==> src/sv/rau_pkg.sv <==
// ----------------------------------------------------------------------------
// rau_pkg
// Opcodes, status codes, controller states and the command and status
// bundles that run between the controller and the datapath.
// ----------------------------------------------------------------------------
package rau_pkg;

  localparam logic [3:0] FN_ADD  = 4'd0;
  localparam logic [3:0] FN_SUB  = 4'd1;
  localparam logic [3:0] FN_MUL  = 4'd2;
  localparam logic [3:0] FN_DIV  = 4'd3;
  localparam logic [3:0] FN_EQ   = 4'd4;
  localparam logic [3:0] FN_NE   = 4'd5;
  localparam logic [3:0] FN_LT   = 4'd6;
  localparam logic [3:0] FN_LE   = 4'd7;
  localparam logic [3:0] FN_GT   = 4'd8;
  localparam logic [3:0] FN_GE   = 4'd9;
  localparam logic [3:0] FN_NEG  = 4'd10;
  localparam logic [3:0] FN_INC  = 4'd11;
  localparam logic [3:0] FN_DEC  = 4'd12;
  localparam logic [3:0] FN_NORM = 4'd13;

  localparam logic [1:0] ST_OK    = 2'd0;
  localparam logic [1:0] ST_ZERO  = 2'd1;
  localparam logic [1:0] ST_NONCA = 2'd2;
  localparam logic [1:0] ST_OVF   = 2'd3;

  typedef enum logic [3:0] {
    S_IDLE,
    S_CHKA,
    S_CHKA_RUN,
    S_CHKB,
    S_CHKB_RUN,
    S_MUL0,
    S_MUL1,
    S_MUL2,
    S_FORM,
    S_RED,
    S_RED_RUN,
    S_DIV_RUN,
    S_EMIT
  } state_t;

  typedef struct packed {
    logic       load;
    logic       gcd_ld_a;
    logic       gcd_ld_b;
    logic       gcd_ld_r;
    logic       gcd_step;
    logic       mul_en;
    logic [1:0] mul_idx;
    logic       form;
    logic       div_ld;
    logic       div_step;
    logic       emit;
    logic [1:0] err;
  } cmd_t;

  typedef struct packed {
    logic [3:0] func;
    logic       norm_den_zero;
    logic       norm_fits;
    logic       a_pre_ok;
    logic       a_zero;
    logic       b_pre_ok;
    logic       b_zero;
    logic       gcd_done;
    logic       gcd_one;
    logic       mag_zero;
    logic       div_done;
    logic       out_free;
  } stat_t;

endpackage

==> src/sv/rau_ctrl.sv <==
// ----------------------------------------------------------------------------
// rau_ctrl
// Sequencer: operand checks, products, reduction gcd, exact divide, emit.
// ----------------------------------------------------------------------------
module rau_ctrl
  import rau_pkg::*;
(
  input  logic  clk,
  input  logic  rst_n,
  input  logic  in_valid,
  output logic  in_ready,
  input  stat_t st,
  output cmd_t  cmd
);

  state_t     state_r, state_nxt;
  logic [1:0] err_r, err_nxt;

  always_ff @(posedge clk) begin
    if (!rst_n) begin
      state_r <= S_IDLE;
      err_r   <= ST_OK;
    end else begin
      state_r <= state_nxt;
      err_r   <= err_nxt;
    end
  end

  // next state
  always_comb begin
    state_nxt = state_r;
    err_nxt   = err_r;
    unique case (state_r)
      S_IDLE: begin
        if (in_valid) begin
          state_nxt = S_CHKA;
          err_nxt   = ST_OK;
        end
      end
      S_CHKA: begin
        priority if (st.func == FN_NORM) begin
          priority if (st.norm_den_zero) begin
            err_nxt = ST_ZERO; state_nxt = S_EMIT;
          end else if (!st.norm_fits) begin
            err_nxt = ST_NONCA; state_nxt = S_EMIT;
          end else begin
            state_nxt = S_FORM;
          end
        end else if (st.func > FN_NORM || !st.a_pre_ok) begin
          err_nxt = ST_NONCA; state_nxt = S_EMIT;
        end else if (st.a_zero) begin
          state_nxt = S_CHKB;
        end else begin
          state_nxt = S_CHKA_RUN;
        end
      end
      S_CHKA_RUN: begin
        if (st.gcd_done) begin
          if (st.gcd_one) begin
            state_nxt = S_CHKB;
          end else begin
            err_nxt = ST_NONCA; state_nxt = S_EMIT;
          end
        end
      end
      S_CHKB: begin
        priority if (st.func >= FN_NEG) begin
          state_nxt = S_FORM;
        end else if (!st.b_pre_ok) begin
          err_nxt = ST_NONCA; state_nxt = S_EMIT;
        end else if (st.b_zero) begin
          if (st.func == FN_DIV) begin
            err_nxt = ST_ZERO; state_nxt = S_EMIT;
          end else begin
            state_nxt = S_MUL0;
          end
        end else begin
          state_nxt = S_CHKB_RUN;
        end
      end
      S_CHKB_RUN: begin
        if (st.gcd_done) begin
          if (st.gcd_one) begin
            state_nxt = S_MUL0;
          end else begin
            err_nxt = ST_NONCA; state_nxt = S_EMIT;
          end
        end
      end
      S_MUL0: state_nxt = S_MUL1;
      S_MUL1: state_nxt = S_MUL2;
      S_MUL2: state_nxt = S_FORM;
      S_FORM: begin
        if ((st.func >= FN_EQ) && (st.func <= FN_GE)) begin
          state_nxt = S_EMIT;
        end else begin
          state_nxt = S_RED;
        end
      end
      S_RED: begin
        state_nxt = st.mag_zero ? S_EMIT : S_RED_RUN;
      end
      S_RED_RUN: begin
        if (st.gcd_done) state_nxt = S_DIV_RUN;
      end
      S_DIV_RUN: begin
        if (st.div_done) state_nxt = S_EMIT;
      end
      S_EMIT: begin
        if (st.out_free) state_nxt = S_IDLE;
      end
      default: state_nxt = S_IDLE;
    endcase
  end

  // outputs
  always_comb begin
    cmd      = '0;
    cmd.err  = err_r;
    in_ready = 1'b0;
    unique case (state_r)
      S_IDLE: begin
        in_ready = 1'b1;
        cmd.load = in_valid;
      end
      S_CHKA: begin
        cmd.gcd_ld_a = (st.func < FN_NORM) && st.a_pre_ok && !st.a_zero;
      end
      S_CHKA_RUN: cmd.gcd_step = 1'b1;
      S_CHKB: begin
        cmd.gcd_ld_b = (st.func < FN_NEG) && st.b_pre_ok && !st.b_zero;
      end
      S_CHKB_RUN: cmd.gcd_step = 1'b1;
      S_MUL0: begin cmd.mul_en = 1'b1; cmd.mul_idx = 2'd0; end
      S_MUL1: begin cmd.mul_en = 1'b1; cmd.mul_idx = 2'd1; end
      S_MUL2: begin cmd.mul_en = 1'b1; cmd.mul_idx = 2'd2; end
      S_FORM: cmd.form = 1'b1;
      S_RED:  cmd.gcd_ld_r = !st.mag_zero;
      S_RED_RUN: begin
        cmd.gcd_step = !st.gcd_done;
        cmd.div_ld   = st.gcd_done;
      end
      S_DIV_RUN: cmd.div_step = !st.div_done;
      S_EMIT:    cmd.emit = st.out_free;
      default: ;
    endcase
  end

  a_emit_free: assert property (@(posedge clk) disable iff (!rst_n)
    cmd.emit |-> st.out_free)
    else $error("result written over a pending beat");

  a_emit_idle: assert property (@(posedge clk) disable iff (!rst_n)
    cmd.emit |=> state_r == S_IDLE)
    else $error("controller did not return to idle after emit");

  a_one_op: assert property (@(posedge clk) disable iff (!rst_n)
    $onehot0({cmd.load, cmd.gcd_ld_a, cmd.gcd_ld_b, cmd.gcd_ld_r, cmd.gcd_step,
              cmd.mul_en, cmd.form, cmd.div_ld, cmd.div_step, cmd.emit}))
    else $error("more than one datapath operation in a cycle");

endmodule

==> config.mk <==
export PLATFORM = sky130hd
export DESIGN_NAME = rau_ctrl
export DESIGN_NICKNAME = d
export VERILOG_FILES = /design/src/sv/rau_pkg.sv /design/src/sv/rau_ctrl.sv
export SDC_FILE = /design/constraint.sdc
export NUM_CORES = 1
export LEC_CHECK = 0
export BUFFER_PORTS_ARGS = -buffer_cell sky130_fd_sc_hd__buf_2
export CAP_MARGIN = 5
export CORE_ASPECT_RATIO = 1.25
export CORE_MARGIN = 4
export CORE_UTILIZATION = 40
export DETAILED_ROUTE_END_ITERATION = 16
export MAX_ROUTING_LAYER = met4
export PLACE_DENSITY = 0.68
export SLEW_MARGIN = 15
export SYNTH_ARGS = -nofsm -noshare
export SYNTH_HDL_FRONTEND = slang
export SYNTH_SLANG_ARGS = --single-unit
==> constraint.sdc <==
create_clock -name clk -period 2.56 [get_ports clk]
set_clock_uncertainty 0.2 [all_clocks]
set_input_delay 0.384 -clock clk [delete_from_list [all_inputs] [get_ports clk]]
set_output_delay 0.384 -clock clk [all_outputs]
set_load 0.03 [all_outputs]
# After elaboration in Yosys (flattened, before gate mapping)
# Cells that the tools add are included.
# totals
output_inout_bits	15
word_cells	95
regBits	6
# op_classes
n_reduce_logical	17
order_cmp	6
n_eq_ne	27
muxes	43
# ops
op	count
$mux W4	14
$pmux W4 S13	1
$eq A4 B4 Y1 const B	6
$mux W2	11
$eq A4 B3 Y1 const B	4
$ne A2 B2 Y1 const B	8
$eq A4 B2 Y1 const B	3
$mux W3	4
$mux W1	10
$ne A3 B3 Y1 const B	3
$pmux W3 S3	1
$reduce_and A9 Y1	1
$lt A4 B4 Y1 const B	2
$pmux W2 S4	1
$logic_not A1 Y1	6
$reduce_and A6 Y1	1
$logic_and A1 B1 Y1	5
$eq A4 B1 Y1 const B	1
$ge A4 B3 Y1 const B	1
$ge A4 B4 Y1 const B	1
$gt A4 B4 Y1 const B	1
$le A4 B4 Y1 const B	1
$logic_not A4 Y1	1
$ne A4 B4 Y1 const B	1
5 further kinds	5

# Logic depth before layout (Yosys ltp)
# depth
ltp_word	6
mapped_depth	7

# Least setup slack after synthesis
# No wires, ideal clock.
# synth_path
path_kind	reg-to-output
startpoint	register state_r[2]
endpoint	output cmd[13] (netlist name)
setup_slack_ns	0.118
stages_incl_launch_ff	5
arrival_ns	1.858
t_required_ns	1.976
n_path_buf	2
cell_sequence	dfxtp_1 -> buf_2 -> clkbuf_1 -> nor3_1 -> and2_1
# synth_rtl
element	line	text
from (decl)	rau_ctrl.sv:16	state_t state_r, state_nxt;
from (signal assigned)	rau_ctrl.sv:24	state_r <= state_nxt;
to (decl)	rau_ctrl.sv:13	output cmd_t cmd

==> results.toml <==
[finish]
layout_common_cells = "buf_2, nand2_1, nor2_1"
fin_cells = 167
layout_commonest_cell = "buf_2"
num_antenna_cells = 0
area_delta_synth_final_pct = 23.3
multi_input_area_um2 = 637
final_nets = 167
nFillCells = 215
final_area_um2 = 1010
regArea_um2 = 121
drive_gt1_share_pct = 33.3

[worst_setup_path]
end_kind = "output pin"
cp.arrival_ns = 1.71
crit_type = "flip-flop to output pin"
crit_fanout = 13
start_kind = "flip-flop"
worstPathRequired_ns = 1.98

[floorplanning]
io_pins = 33
die_h_um = 58.5
placementRows = 18
core_area_um2 = 1960
start_util_pct = 41.7
dieArea_um2 = 2830
die_x_um = 48.4

[placed_design]
place_area_um2 = 983
dp_cells = 164
finalWeightedCongestion = 0.941
dp_hpwl_um = 2010
io_buffer_count = 32

[logic_synthesis]
synth_nets = 134
ys_ff_latch = 6
syn_area_um2 = 817
ys_seq_area_share_pct = 14.7
avgSynthCellArea_um2 = 7.04
ys_warn_count = 0
async_flop_share_pct = 0
synth_cells = 116
synth_ff_type = "dfxtp_1"
synth_enable_flop_cells = 0
synth.distinct_cells = 46

[power_and_ir_drop]
ir_worst_vdd_uv = 534
power.static_leakage_uw = 0.000434
power_density_nw_per_um2 = 1100
p_total_uw = 1100

[timing]
worstMarginPinSlew_ns = 0.517
rsz0062_at_grt = "no"
fin_setup_tns_ns = 0
fin_hold_ws_ns = 0.240
final-max-slew-violation-count = 0
period_minus_slack_ns = 2.29
max-slew-margin-rel_pct = 65.3
period_share_pct = 89.5
clock.fmax_ghz = 0.437
setup_viol = 0
finalHoldViolCount = 0

[cts]
ctsHoldBuffers = 0
htree_num_levels = 1
cts_tree = "yes"
clkTransAtPathRegs_ns = 0.05
cts_buffers = 3
clock_latency_ns = 0.24
cts_buffer_depth = 2
postCtsSetupBuffers = 0
cts_resized = 0
clock_sinks = 6
cts_root_buffer = "clkbuf_4"

[drt]
drt-initial-drc-count = 44
antenna_left = 0
remaining_drc_errors = 0
wl_per_cell_um = 14.6
totalWireLength_um = 2440
drt-pass1-iter-count = 4
vias = 1036
vias_per_cell = 6.20

[grt]
grt_usage_pct = 17.7
grt_pass1_vias = 940
grt_max_degree = 20
grt_first_pass_wirelength_um = 4050
antenna_found_initial = 0
grt_overflow = 0

[run]
drv_cap = 0

[hold_path]
hold_path_class = "input pin to flip-flop"

[status]
status = "completed"
## final cells by class
| type | instances | share of cell area, % |
|---|---|---|
| clock buffer | 3 | 2.24 |
| inverter | 3 | 1.12 |
| multi-input combinational | 99 | 63.2 |
| sequential | 6 | 12.0 |
| tap | 20 | 2.48 |
| timing repair buffer | 36 | 18.9 |
## sequential cells by signal, indices dropped and copies added (netlist names)
| signal | count |
|---|---|
| state_r | 4 |
| err_r | 2 |
## synthesized netlist by cell type (all sizes together), types with 2 or more instances
library cell  count  area [µm²]
o21a              2        15.0
nor3              6        30.0
o22ai             2        12.5
buf               5        37.5
and3b             2        17.5
o21ai            10        50.1
a21oi             7        46.3
nand2            12        45.0
nor2             11        41.3
inv               3        11.3
or3b              2        17.5
o211ai            3        22.5
clkbuf            3        11.3
nor2b             4        25.0
a211oi            3        27.5
a32oi             2        25.0
nand3             4        20.0
dfxtp             6         120
and3              2        12.5
or3               2        12.5
nand2b            4        25.0
## final timing paths
check | from | to | slack [ns] | cells past startpoint
hold reg to reg | err_r[0] | err_r[0] | 0.27 | 2
setup / recovery | state_r[2] | cmd[3] | 0.27 | 3
setup reg to reg | state_r[2] | err_r[0] | 0.45 | 5
hold / removal | rst_n | state_r[1] | 0.24 | 3
## logic make-up (layout without fill, tap and decap cells)
group / after synthesis / count (layout) / synth area share (%)
AOI/OAI and AO/OA: 42 / 42 / 39.1
and+or+nand+nor: 56 / 56 / 36.9
buffers and inverters: 11 / 42 / 7.35
DFF: 6 / 6 / 14.7
xor gates and xnor gates: 1 / 1 / 1.99
## power breakdown
group | leakage (µW) | internal [µW] | total (µW) | switching, µW
combinational | 0.000371 | 316 | 806 | 491
sequential | 0.0000495 | 130 | 212 | 81.5
clock | 0.0000138 | 53.0 | 86.6 | 33.6
total | 0.000434 | 499 | 1100 | 606
## worst max-delay path, cell delays in order (launching register included)
cell and delay (ns):
dfxtp_1 0.45, nand2b_1 0.26, nor3_1 0.46, buf_2 0.29
## per-layer routing
layer  share of wire [%]  GRT usage, %  vias to the layer above
met5                   0             -                        -
met4                 1.9          6.32                        0
met3                 6.2          4.56                        4
met2                  51          30.0                       46
met1                  41          20.1                      480
li1                    -             -                      506
## per-stage QoR
| step | utilization [%] | worst slack (ns) |
|---|---|---|
| after detailed placement | 50.2 | 0.370 |
| after CTS | 51.3 | 0.116 |
| final | 51.4 | 0.269 |
| after floorplan | - | 0.118 |
| after global routing | 51.4 | 0.110 |
| after global placement | 50.2 | 0.442 |
Note: power is estimated with default switching activity, not from simulation.
